==> src/tbd_pkg.sv <==
package tbd_pkg;

  localparam int COUNT_W   = 12;
  localparam int UNION_W   = COUNT_W + 1;
  localparam int REM_W     = UNION_W + 1;
  localparam int POP_W     = 6;
  localparam int DIST_W    = 17;
  localparam int DIV_STEPS = DIST_W;
  localparam int STEP_W    = $clog2(DIV_STEPS);
  localparam int WORD_W    = 32;
  localparam int IN_DATA_W  = 2 * WORD_W;
  localparam int OUT_FIELDS = DIST_W + 2 * COUNT_W;
  localparam int OUT_DATA_W = ((OUT_FIELDS + 7) / 8) * 8;

  localparam logic [COUNT_W-1:0] COUNT_MAX = {COUNT_W{1'b1}};

  typedef struct packed {
    logic acc_en;
    logic load_div;
    logic div_step;
    logic out_load;
  } tbd_cmd_t;

  typedef struct packed {
    logic div_last;
  } tbd_status_t;

endpackage

==> src/tbd_datapath.sv <==
module tbd_datapath
  import tbd_pkg::*;
(
  input  logic                  clk,
  input  logic                  rst,
  input  tbd_cmd_t              cmd,
  output tbd_status_t           status,
  input  logic [WORD_W-1:0]     word_a,
  input  logic [WORD_W-1:0]     word_b,
  output logic [DIST_W-1:0]     distance_q16,
  output logic [COUNT_W-1:0]    differing_bits,
  output logic [COUNT_W-1:0]    shared_bits
);

  function automatic logic [POP_W-1:0] pop32(input logic [WORD_W-1:0] v);
    logic [WORD_W-1:0] v1;
    logic [WORD_W-1:0] v2;
    logic [WORD_W-1:0] v3;
    logic [WORD_W-1:0] v4;
    logic [WORD_W-1:0] v5;
    v1 = v - ((v >> 1) & 32'h5555_5555);
    v2 = (v1 & 32'h3333_3333) + ((v1 >> 2) & 32'h3333_3333);
    v3 = (v2 + (v2 >> 4)) & 32'h0F0F_0F0F;
    v4 = v3 + (v3 >> 8);
    v5 = v4 + (v4 >> 16);
    return v5[POP_W-1:0];
  endfunction

  function automatic logic [COUNT_W-1:0] sat_add(input logic [COUNT_W-1:0] acc,
                                                 input logic [POP_W-1:0] inc);
    logic [UNION_W-1:0] s;
    s = {1'b0, acc} + {{(UNION_W-POP_W){1'b0}}, inc};
    return s[COUNT_W] ? COUNT_MAX : s[COUNT_W-1:0];
  endfunction

  logic [COUNT_W-1:0] diff_total;
  logic [COUNT_W-1:0] shared_total;
  logic [COUNT_W-1:0] diff_next;
  logic [COUNT_W-1:0] shared_next;

  logic [COUNT_W-1:0] div_diff;
  logic [COUNT_W-1:0] div_shared;
  logic [UNION_W-1:0] divisor;
  logic [REM_W-1:0]   rem;
  logic [DIST_W-1:0]  quot;
  logic               union_zero;
  logic [STEP_W-1:0]  step_cnt;

  logic               ge;
  logic [REM_W-1:0]   rem_sub;

  assign diff_next   = sat_add(diff_total, pop32(word_a ^ word_b));
  assign shared_next = sat_add(shared_total, pop32(word_a & word_b));

  assign ge      = rem >= {1'b0, divisor};
  assign rem_sub = ge ? rem - {1'b0, divisor} : rem;

  assign status.div_last = step_cnt == STEP_W'(DIV_STEPS - 1);

  always_ff @(posedge clk) begin
    if (rst) begin
      diff_total   <= '0;
      shared_total <= '0;
    end else if (cmd.acc_en) begin
      if (cmd.load_div) begin
        diff_total   <= '0;
        shared_total <= '0;
      end else begin
        diff_total   <= diff_next;
        shared_total <= shared_next;
      end
    end
  end

  always_ff @(posedge clk) begin
    if (cmd.load_div) begin
      div_diff   <= diff_next;
      div_shared <= shared_next;
      divisor    <= {1'b0, diff_next} + {1'b0, shared_next};
      union_zero <= (diff_next == '0) && (shared_next == '0);
      rem        <= {{(REM_W-COUNT_W){1'b0}}, diff_next};
      quot       <= '0;
      step_cnt   <= '0;
    end else if (cmd.div_step) begin
      rem      <= {rem_sub[REM_W-2:0], 1'b0};
      quot     <= {quot[DIST_W-2:0], ge};
      step_cnt <= step_cnt + 1'b1;
    end
  end

  always_ff @(posedge clk) begin
    if (cmd.out_load) begin
      distance_q16   <= union_zero ? '0 : quot;
      differing_bits <= div_diff;
      shared_bits    <= div_shared;
    end
  end

endmodule

==> src/tbd_controller.sv <==
module tbd_controller
  import tbd_pkg::*;
(
  input  logic        clk,
  input  logic        rst,
  input  tbd_status_t status,
  output tbd_cmd_t    cmd,
  input  logic        in_valid,
  input  logic        in_last,
  output logic        in_ready,
  output logic        out_valid,
  input  logic        out_ready
);

  localparam logic [1:0] ST_ACC  = 2'd0;
  localparam logic [1:0] ST_DIV  = 2'd1;
  localparam logic [1:0] ST_DONE = 2'd2;

  logic [1:0] state;
  logic [1:0] state_next;
  logic       accept;
  logic       out_free;

  assign in_ready = state == ST_ACC;
  assign accept   = in_valid && in_ready;
  assign out_free = !out_valid || out_ready;

  always_comb begin
    state_next   = state;
    cmd.acc_en   = 1'b0;
    cmd.load_div = 1'b0;
    cmd.div_step = 1'b0;
    cmd.out_load = 1'b0;
    case (state)
      ST_ACC: begin
        cmd.acc_en   = accept;
        cmd.load_div = accept && in_last;
        if (accept && in_last) begin
          state_next = ST_DIV;
        end
      end
      ST_DIV: begin
        cmd.div_step = 1'b1;
        if (status.div_last) begin
          state_next = ST_DONE;
        end
      end
      ST_DONE: begin
        cmd.out_load = out_free;
        if (out_free) begin
          state_next = ST_ACC;
        end
      end
      default: begin
        state_next = ST_ACC;
      end
    endcase
  end

  always_ff @(posedge clk) begin
    if (rst) begin
      state     <= ST_ACC;
      out_valid <= 1'b0;
    end else begin
      state <= state_next;
      if (cmd.out_load) begin
        out_valid <= 1'b1;
      end else if (out_ready) begin
        out_valid <= 1'b0;
      end
    end
  end

endmodule

==> src/tanimoto_bit_distance.sv <==
// Tanimoto distance between two binary fingerprints streamed as pairs of 32-bit
// words. Words are accepted one per cycle while the fingerprints accumulate; the
// differing and shared bit counts saturate at 4095. The word marked by tlast closes
// the pair, after which the input is held off while the restoring divider (one
// quotient bit per cycle) forms the Q1.16 distance and while the output register
// is loaded. A result waiting in the output register does not block the next
// fingerprint's words, but the load at the end of the next division waits for it,
// which stretches that hold-off by every cycle the earlier result stays unaccepted.
// An empty union gives distance 0.
module tanimoto_bit_distance
  import tbd_pkg::*;
(
  input  logic                  clk,
  input  logic                  rst,
  input  logic                  s_axis_tvalid,
  output logic                  s_axis_tready,
  // word_a [31:0], word_b [63:32]
  input  logic [IN_DATA_W-1:0]  s_axis_tdata,
  input  logic                  s_axis_tlast,
  output logic                  m_axis_tvalid,
  input  logic                  m_axis_tready,
  // distance_q16 [16:0], differing_bits [28:17], shared_bits [40:29], zeros above
  output logic [OUT_DATA_W-1:0] m_axis_tdata
);

  tbd_cmd_t           cmd;
  tbd_status_t        status;
  logic [DIST_W-1:0]  distance_q16;
  logic [COUNT_W-1:0] differing_bits;
  logic [COUNT_W-1:0] shared_bits;

  tbd_controller u_ctrl (
    .clk       (clk),
    .rst       (rst),
    .status    (status),
    .cmd       (cmd),
    .in_valid  (s_axis_tvalid),
    .in_last   (s_axis_tlast),
    .in_ready  (s_axis_tready),
    .out_valid (m_axis_tvalid),
    .out_ready (m_axis_tready)
  );

  tbd_datapath u_dp (
    .clk            (clk),
    .rst            (rst),
    .cmd            (cmd),
    .status         (status),
    .word_a         (s_axis_tdata[WORD_W-1:0]),
    .word_b         (s_axis_tdata[IN_DATA_W-1:WORD_W]),
    .distance_q16   (distance_q16),
    .differing_bits (differing_bits),
    .shared_bits    (shared_bits)
  );

  assign m_axis_tdata = {{(OUT_DATA_W-OUT_FIELDS){1'b0}}, shared_bits, differing_bits,
                         distance_q16};

  a_last_holds_input: assert property (@(posedge clk) disable iff (rst)
    s_axis_tvalid && s_axis_tready && s_axis_tlast |=> !s_axis_tready)
    else $error("input taken during division");

  a_distance_range: assert property (@(posedge clk) disable iff (rst)
    m_axis_tvalid |-> m_axis_tdata[DIST_W-1:0] <= DIST_W'(1 << (DIST_W - 1)))
    else $error("distance above one");

  a_no_diff_zero_dist: assert property (@(posedge clk) disable iff (rst)
    m_axis_tvalid && (m_axis_tdata[DIST_W+COUNT_W-1:DIST_W] == '0)
      |-> m_axis_tdata[DIST_W-1:0] == '0)
    else $error("nonzero distance without differing bits");

  a_full_diff_is_one: assert property (@(posedge clk) disable iff (rst)
    m_axis_tvalid && (m_axis_tdata[DIST_W+COUNT_W-1:DIST_W] != '0)
      && (m_axis_tdata[OUT_FIELDS-1:DIST_W+COUNT_W] == '0)
      |-> m_axis_tdata[DIST_W-1:0] == DIST_W'(1 << (DIST_W - 1)))
    else $error("disjoint fingerprints not at distance one");

endmodule

==> config.mk <==
export PLATFORM = sky130hd
export DESIGN_NAME = tanimoto_bit_distance
export DESIGN_NICKNAME = d
export VERILOG_FILES = /design/src/tbd_pkg.sv /design/src/tbd_datapath.sv /design/src/tbd_controller.sv /design/src/tanimoto_bit_distance.sv
export SDC_FILE = /design/constraint.sdc
export NUM_CORES = 1
export LEC_CHECK = 0
export BUFFER_PORTS_ARGS = -buffer_cell sky130_fd_sc_hd__buf_2
export CAP_MARGIN = 10
export CORE_UTILIZATION = 35
export CTS_CLUSTER_DIAMETER = 50
export DETAILED_ROUTE_END_ITERATION = 16
export SYNTH_ARGS = -nofsm -noshare
export SYNTH_HDL_FRONTEND = slang
export SYNTH_SLANG_ARGS = --single-unit
==> constraint.sdc <==
create_clock -name clk -period 10.5 [get_ports clk]
set_input_delay 0 -clock clk [delete_from_list [all_inputs] [get_ports clk]]
set_output_delay 0 -clock clk [all_outputs]
set_load 0.02 [all_outputs]
==> impl_metrics.yaml, run 1 <==
yosys:
  synthesis.area_um2: 13100
  netlist-cell-type-count: 65
  synth-edff-count: 91
  syn_inst: 1398
  yosys.area_share.simple_pct: 13.9
  synth_xor_area_share_pct: 6.50
  synth_ff_type: "edfxtp_1"
  synth_compound_area_share_pct: 17.5
  ys_async_sr_fraction_pct: 0
  synth_mux_area_share_pct: 1.07
  synth_warnings: 0
  syn-mean-instance-area_um2: 9.35
  seq_area_frac_synth_pct: 28.7
  synth_fa_ha_area_share_pct: 27.1
  ys_ff_latch: 142
  synth_top_family_by_area: "adder cells"
setup_path:
  cp.arrival_ps: 8860
  worstPathRequired_ps: 10640
  r2r_cells: 16
  crit_path_end_kind: "flop"
  r2r_end: "u_dp.divisor[12]$_DFFE_PP_"
  crit_path_max_fanout: 5
  critical_path.max_stage_delay_ps: 770
  r2r-start: "u_dp.shared_total[0]$_SDFFE_PP0P_"
  path_class: "primary input to flop"
  cpMostUsedCell: "fa_1"
  crit_path_start_kind: "primary input"
  cp_slowest_cell: "a2111oi_0"
  r2r_setup_slack_ps: 6190
final_layout:
  seq_area_um2: 3750
  final_cells: 1994
  nets: 1845
  n_antenna_cell: 0
  area_delta_synth_final_pct: 13.2
  fillers: 3663
  layout-drive-gt1-share_pct: 11.3
  multiInputGateArea_um2: 8660
route:
  routed_via_density: 5.19
  wl_per_cell_um: 15.0
  firstDrtPassIters: 5
  wl_um: 29900
  drtIter0Drc: 618
  ant_nets: 0
  drc: 0
  dr_total_vias: 10400
global_routing:
  grt.overflow.total: 0
  grt_use_total_pct: 15.7
  first_global_vias: 10200
  grt_pass1_wl_um: 49200
  antenna_found_initial: 0
  grt_max_degree: 56
floorplan:
  dieHeight_um: 195
  start_util_pct: 35.6
  die_area_um2: 38100
  core_area_um2: 36700
  die_x_um: 195
  rows: 70
  io_pins: 119
placement:
  dp_hpwl_um: 24500
  gp_congestion: 0.869
  place_inst: 1960
  io_buffers: 111
timing:
  skew_ps: 6.84
  fin_crit_sh_pct: 83.1
  maxSlewHeadroom_pct: 29.1
  setup_tns_ps: 0
  fin_crit_ps: 8720
  clock.fmax_mhz: 115
  maxSlewViolCount: 0
  setup-violations-final: 0
  worst_pin_slew_ps: 1060
  rsz0062_at_grt: "false"
  hold_viol_final: 0
clock_tree:
  worstSkewPairLatency_ps: 410
  cts_tree: "yes"
  ctsResizeCount: 0
  cts.reportedPaths.clkPinSlew_ps: 60
  cts_made_buffers: 17
  cts.sinks: 142
  clk_path_buf_depth: 2
  root_buffer: "clkbuf_16"
  cts-htree-levels: 4
min_path:
  min_path_cells: 2
  hp-class: "primary input to flop"
  min_to: "u_dp.diff_total[2]$_SDFFE_PP0P_"
  hp-start: "rst"
status:
  status: "finished clean"
run:
  cap_violations: 0
==> flip-flops by register name (all words and copies together), names as in the netlist <==
register / cells
u_dp.shared_total: 12
u_dp.div_shared: 12
u_dp.diff_total: 12
u_dp.step_cnt: 5
u_dp.quot: 17
u_dp.differing_bits: 12
u_dp.union_zero: 1
u_ctrl.out_valid: 1
u_ctrl.state: 2
u_dp.distance_q16: 17
u_dp.div_diff: 12
u_dp.rem: 14
u_dp.divisor: 13
u_dp.shared_bits: 12
==> stage by stage <==
stage / utilization (%) / area (um2) / hold slack (ps) / worst slack (ps)
2_1_floorplan: - / 13100 / 173 / 2870
3_3_place_gp: 38.6 / 14200 / 340 / 1360
3_5_place_dp: 38.6 / 14200 / 361 / 1380
4_1_cts: 40.3 / 14800 / 72.1 / 1790
5_1_grt: 40.3 / 14800 / 101 / 1140
6_report: 40.3 / 14800 / 91.0 / 1780
==> critical path: cells and delay by family <==
family	cells	cell delay (ps)
compound gates	14	3510
xor+xnor	2	290
buf+inv	5	450
fa+ha+maj	9	3450
simple gates	5	1150
==> cell type report <==
cell class              count  share of cell area [%]
clock inverters            14                    1.23
well taps                 468                    3.96
inverters                 144                    3.65
flip-flops and latches    142                    25.4
repair buffers            121                    4.30
clock buffers              18                    2.97
multi-input cells        1087                    58.5
==> synth_stat cells (15+ instances only) <==
cell type | instances | area [um2]
fa_1 | 34 | 681
inv_1 | 144 | 541
nand3_1 | 24 | 120
edfxtp_1 | 91 | 2730
nand2b_1 | 18 | 113
a21o_1 | 40 | 300
a21oi_1 | 62 | 310
nand2_1 | 85 | 319
ha_1 | 229 | 2870
xor2_1 | 28 | 245
o21ai_0 | 80 | 400
nor2_1 | 98 | 368
or3_1 | 19 | 119
nand4_1 | 15 | 93.8
a22oi_1 | 22 | 165
nor2b_1 | 36 | 225
xnor2_1 | 69 | 604
clkbuf_1 | 22 | 82.6
dfxtp_1 | 51 | 1020
a31oi_1 | 22 | 138
nor3_1 | 16 | 80.1
==> cell families (layout without fill, tap and decap cells) <==
group	count (synthesis)	in the layout
muxes	13	13
adders and majority gates	263	263
buffers and inverters	175	297
DFF	142	142
and+or+nand+nor	362	362
xor gates and xnor gates	97	97
AOI/OAI and AO/OA	345	345
other	1	7
==> cell usage in the layout (no fill, tap or decap), drive strengths merged, types with 22 or more instances in the layout <==
master | Yosys | final
ha | 229 | 229
inv | 144 | 148
buf | 9 | 119
nor2 | 98 | 98
edfxtp | 91 | 91
nand2 | 85 | 85
o21ai | 84 | 84
xnor2 | 69 | 69
a21oi | 63 | 63
dfxtp | 51 | 51
a21o | 41 | 41
nor2b | 36 | 36
fa | 34 | 34
xor2 | 28 | 28
nand3 | 24 | 24
a31oi | 22 | 22
a22oi | 22 | 22
==> what timing repair did <==
action / CTS / global route
hold endpoints to repair: 2 / 0
hold buffers: 2 / 0
buffers inserted: 0 / 0
==> layer usage <==
metal / wire length [um] / global-route usage, %
met1: 14600 / 21.6
met2: 14100 / 26.5
met3: 1020 / 1.71
met4: 254 / 3.27
met5: 0 / 0
==> how the worst max path moves through the flow <==
stage / cells after the start / slack [ps] / from / to
2_1_floorplan: 34 / 2870 / s_axis_tdata[5] / u_dp.divisor[10]$_DFFE_PP_
3_3_place_gp: 32 / 1360 / s_axis_tdata[5] / u_dp.divisor[11]$_DFFE_PP_
3_5_place_dp: 36 / 1380 / s_axis_tdata[5] / u_dp.divisor[10]$_DFFE_PP_
4_1_cts: 36 / 1790 / s_axis_tdata[5] / u_dp.divisor[10]$_DFFE_PP_
5_1_grt: 36 / 1140 / s_axis_tdata[7] / u_dp.divisor[10]$_DFFE_PP_
6_report: 35 / 1780 / s_axis_tdata[5] / u_dp.divisor[12]$_DFFE_PP_
Power of run 1 is left out: the tool's default activity adds up to more than one toggle a clock period on the data nets, which glitch-free logic cannot reach.
==> inputs of run 2 (changes only) <==
Settings changed: ABC_AREA from default to 1.
Clock period 10.5 ns to 7.2 ns, I/O delays scaled along.
==> run 2 against run 1 <==
  * Area after synthesis increased by 6.4%
  * Die area increased by 6.3%
  * Via count increased by 22%
  * Utilization increased by 5.4 points
==> impl_metrics.yaml, run 2 <==
run:
  cap_violations: 0
clock_tree:
  cts.sinks: 142
  cts-htree-levels: 4
  cts.reportedPaths.clkPinSlew_ps: 60
  cts_made_buffers: 17
  cts_tree: "yes"
  clk_path_buf_depth: 2
  worstSkewPairLatency_ps: 420
  root_buffer: "clkbuf_16"
floorplan:
  die_area_um2: 40500
  start_util_pct: 35.7
  dieHeight_um: 201
  die_x_um: 201
  rows: 72
  core_area_um2: 38900
  io_pins: 119
setup_path:
  r2r_setup_slack_ps: 4110
  critPathLaunch: "s_axis_tdata[11]"
  crit_path_end_kind: "flop"
  cp_slowest_cell: "fa_1"
  r2r-start: "u_dp.shared_total[0]$_SDFFE_PP0P_"
  crit_path_max_fanout: 5
  cp.arrival_ps: 6970
  crit_path_start_kind: "primary input"
  path_class: "primary input to flop"
  worstPathRequired_ps: 7360
  critical_path.max_stage_delay_ps: 580
final_layout:
  top_regs: "u_dp.distance_q16 (17), u_dp.quot (17), u_dp.rem (14)"
  design_area_um2: 17800
  layout-drive-gt1-share_pct: 22.7
  final_cell_mix: "372 x nand2_1, 318 x inv_1, 265 x buf_4"
  fin_util_pct: 45.8
  final_common_cell: "nand2_1"
  n_antenna_cell: 0
  nets: 2519
  area_delta_synth_final_pct: 28.1
  final_cells: 2718
route:
  drt-met1-wl_um: 17200
  firstDrtPassIters: 5
  wl_per_cell_um: 13.7
  routed_via_density: 4.66
  drtIter0Drc: 459
  highest_layer: "met4"
  drc: 0
  dr_wl_met2_um: 18600
  wl_met3_um: 796
  ant_nets: 0
  wl_um: 37300
  dr_total_vias: 12700
timing:
  maxSlewHeadroom_pct: 31.9
  clock.fmax_mhz: 147
  hold_viol_final: 0
  maxSlewViolCount: 0
  worst_hold_slack_ps: 103
  skew_ps: 9.85
  fin_crit_ps: 6810
  fin_crit_sh_pct: 94.6
  setup-violations-final: 0
  worst_pin_slew_ps: 1020
yosys:
  syn_inst: 1811
  synth_ff_type: "edfxtp_1"
  synthesis.area_um2: 13900
  netlist-cell-type-count: 46
  ys_async_sr_fraction_pct: 0
  synth_top_area_share_pct: 20.6
  seq_area_frac_synth_pct: 27.0
  synth_area_leaders: "ha_1 21%, edfxtp_1 20%, nand2_1 10%"
  ys_ff_latch: 142
  ys_top_cells_by_count: "378 x nand2_1, 319 x inv_1, 229 x ha_1"
  synth_top_cell_by_area: "ha_1"
  synth-edff-count: 91
  post-synth-top-count-cell: "nand2_1"
  synth_warnings: 0
  syn-mean-instance-area_um2: 7.68
min_path:
  hp-start: "rst"
  hp-class: "primary input to flop"
global_routing:
  grt_max_degree: 53
  first_global_vias: 12800
  grt_pass1_wl_um: 60700
  antenna_found_initial: 0
  grt_use_total_pct: 18.4
  grt.overflow.total: 0
placement:
  place_area_um2: 17000
  place_inst: 2682
  io_buffers: 111
  gp_congestion: 0.932
  dp_hpwl_um: 31700
status:
  status: "finished clean"
==> run 2: final cells by class <==
cell class / instances / area [um2]
repair buffers: 378 / 2570
inverters: 321 / 1200
fillers: 3967 / 21100
clock buffers: 21 / 460
well taps: 518 / 648
multi-input cells: 1327 / 9080
clock inverters: 11 / 85.1
flip-flops and latches: 142 / 3750
==> run 2: cells by family after synthesis <==
kind of cell	after synthesis	share of synthesized area (%)
AO/OA/AOI/OAI	250	10.2
AND/OR/NAND/NOR	721	22.0
flip-flops	142	27.0
buffers and inverters	348	9.83
adder cells (fa/ha/maj)	263	25.5
other	1	0.0270
XOR/XNOR	86	5.42
==> run 2: what timing repair did <==
action,4_1_cts,5_1_grt
gates resized for setup,0,89
hold buffers,1,0
endpoints found under the hold margin,2,0
buffers inserted,0,2
endpoints found under the setup margin,0,9
==> run 2: worst max-delay path: cells and delay by family <==
family / cells / cell delay [ps]
xor gates and xnor gates: 2 / 320
AOI/OAI and AO/OA: 10 / 1600
buffers and inverters: 8 / 710
adders and majority gates: 8 / 2950
and+or+nand+nor: 13 / 1410
==> run 2: stage by stage <==
step	setup WS [ps]	TNS, ps
after global placement	-175	-748
after floorplan	216	0
final	389	0
after CTS	76.4	0
after detailed placement	-356	-2000
after global routing	-29.0	-79.1
==> run 2: per-layer routing <==
metal / vias up / global-route usage, %
li1: 6618 / -
met1: 5812 / 22.8
met2: 199 / 33.9
met3: 35 / 1.47
met4: 0 / 5.30
met5: - / 0
==> run 2: path summary, 6_finish.rpt <==
path / end / depth (start not counted)
max: u_dp.divisor[9]$_DFFE_PP_ / 41
min: u_ctrl.state[0]$_SDFFE_PP0P_ / 2
max reg2reg: u_dp.divisor[9]$_DFFE_PP_ / 14
min reg2reg: u_dp.shared_bits[10]$_DFFE_PP_ / 0
Power of run 2 is left out for the same reason.
==> inputs of run 3 (changes only) <==
Settings changed: ABC_AREA 1 to default.
==> run 3 against run 2 <==
  * Critical path depth shrank 5
  * First-iteration DRC count unchanged
  * Via count fell by 9.5%
  * Largest cell class unchanged
  * Die area is 5.9% lower
  * Clock skew is 2.0 ps lower
  * Non-clock buffer count up 20
  * Flip-flop and latch count unchanged
  * Wire length is 9.9% lower
  * Register-to-register slack worse by 450 ps
  * Final cell count shrank 16%
  * Fmax down 1.9%
  * Sequential share of layout area hardly changed
==> impl_metrics.yaml, run 3 (synthesized netlist as in run 1, its figures left out) <==
timing:
  setup_slack_ps: 259
  fin_crit_ps: 6940
  fin_crit_sh_pct: 96.4
  worst_pin_slew_ps: 1190
  clock.fmax_mhz: 144
  skew_ps: 7.84
  hold_viol_final: 0
  maxSlewHeadroom_pct: 20.5
  setup-violations-final: 0
  maxSlewViolCount: 0
placement:
  place_area_um2: 16200
  gp_congestion: 0.900
  io_buffers: 111
  dp_slack_ps: -808
  dp_hpwl_um: 27300
min_path:
  hp-start: "rst"
  hp-class: "primary input to flop"
  min_to: "u_dp.diff_total[11]$_SDFFE_PP0P_"
  min_path_cells: 2
setup_path:
  cp.arrival_ps: 7220
  crit_path_start_kind: "primary input"
  crit_family: "adder cells"
  r2r_end: "u_dp.shared_total[4]$_SDFFE_PP0P_"
  path_buf_inv: 18
  critical_path.max_stage_delay_ps: 620
  crit_path_end_kind: "flop"
  r2r_setup_slack_ps: 3660
  cpMostUsedCell: "buf_4"
  path_class: "primary input to flop"
  r2r_cells: 20
  r2r-start: "u_dp.shared_total[0]$_SDFFE_PP0P_"
  worstPathRequired_ps: 7480
  crit_path_max_fanout: 3
  cp_slowest_cell: "fa_2"
route:
  wl_per_cell_um: 14.8
  highest_layer: "met4"
  dr_wl_met2_um: 16300
  dr_total_vias: 11500
  drc: 0
  drtIter0Drc: 459
  wl_um: 33600
  firstDrtPassIters: 5
  routed_via_density: 5.04
  wl_met3_um: 921
  ant_nets: 0
  drt-met1-wl_um: 16000
clock_tree:
  cts-htree-levels: 4
  cts_tree: "yes"
  cts.sinks: 142
  cts_made_buffers: 17
  worstSkewPairLatency_ps: 420
  root_buffer: "clkbuf_16"
  cts.reportedPaths.clkPinSlew_ps: 60
  clk_path_buf_depth: 2
floorplan:
  dieHeight_um: 195
  die_area_um2: 38100
  io_pins: 119
  rows: 70
  core_area_um2: 36700
  die_x_um: 195
  start_util_pct: 35.6
final_layout:
  design_area_um2: 17800
  layout-drive-gt1-share_pct: 32.5
  n_antenna_cell: 0
  fillers: 3363
  final_cell_mix: "289 x buf_4, 188 x ha_1, 126 x inv_1"
  area_delta_synth_final_pct: 35.9
  nets: 2122
  final_common_cell: "buf_4"
  top_regs: "u_dp.distance_q16 (17), u_dp.quot (17), u_dp.rem (14)"
global_routing:
  grt_max_degree: 61
  grt.overflow.total: 0
  first_global_vias: 11200
  grt_use_total_pct: 17.2
  antenna_found_initial: 0
  grt_pass1_wl_um: 53400
status:
  status: "finished clean"
run:
  cap_violations: 0
## run 3: worst max path at each step
stage | startpoint | endpoint | slack, ps | cells past startpoint
after global routing | s_axis_tdata[21] | u_dp.divisor[12]$_DFFE_PP_ | -80 | 36
final | s_axis_tdata[41] | u_dp.shared_total[4]$_SDFFE_PP0P_ | 260 | 36
after floorplan | s_axis_tdata[5] | u_dp.divisor[10]$_DFFE_PP_ | 5 | 33
after CTS | s_axis_tdata[6] | u_dp.divisor[12]$_DFFE_PP_ | 0.4 | 36
after global placement | s_axis_tdata[4] | u_dp.divisor[10]$_DFFE_PP_ | -790 | 36
after detailed placement | s_axis_tdata[4] | u_dp.divisor[10]$_DFFE_PP_ | -810 | 36
## run 3: repair_timing
action | in CTS | in global routing
gates resized for setup | 36 | 126
pin swaps | 25 | 95
endpoints found under the setup margin | 6 | 12
hold buffers | 2 | 0
setup buffers | 14 | 16
hold endpoints to repair | 2 | 0
## run 3: per-stage QoR
step	TNS [ps]	cells	hold WS [ps]	util [%]
2_1_floorplan	0	1404	173	-
3_3_place_gp	-5220	2208	341	44.0
6_report	0	2271	103	48.4
5_1_grt	-181	2271	99.6	48.4
3_5_place_dp	-5480	2208	353	44.0
4_1_cts	0	2256	83.4	46.4
## run 3: cell type report
class	count	area [um2]	share of cell area (%)
Tap cell	468	586	3.30
Clock buffer	20	447	2.51
Multi-Input combinational cell	1087	9550	53.7
Inverter	144	546	3.07
Clock inverter	12	163	0.916
Timing Repair Buffer	398	2730	15.3
Sequential cell	142	3750	21.1
## run 3: routing by layer
layer  vias to the layer above  GRT usage, %
li1                       5796             -
met4                         0          4.26
met1                      5425          22.9
met2                       206          29.6
met5                         -             0
met3                        30          1.85
Power of run 3 is left out for the same reason.
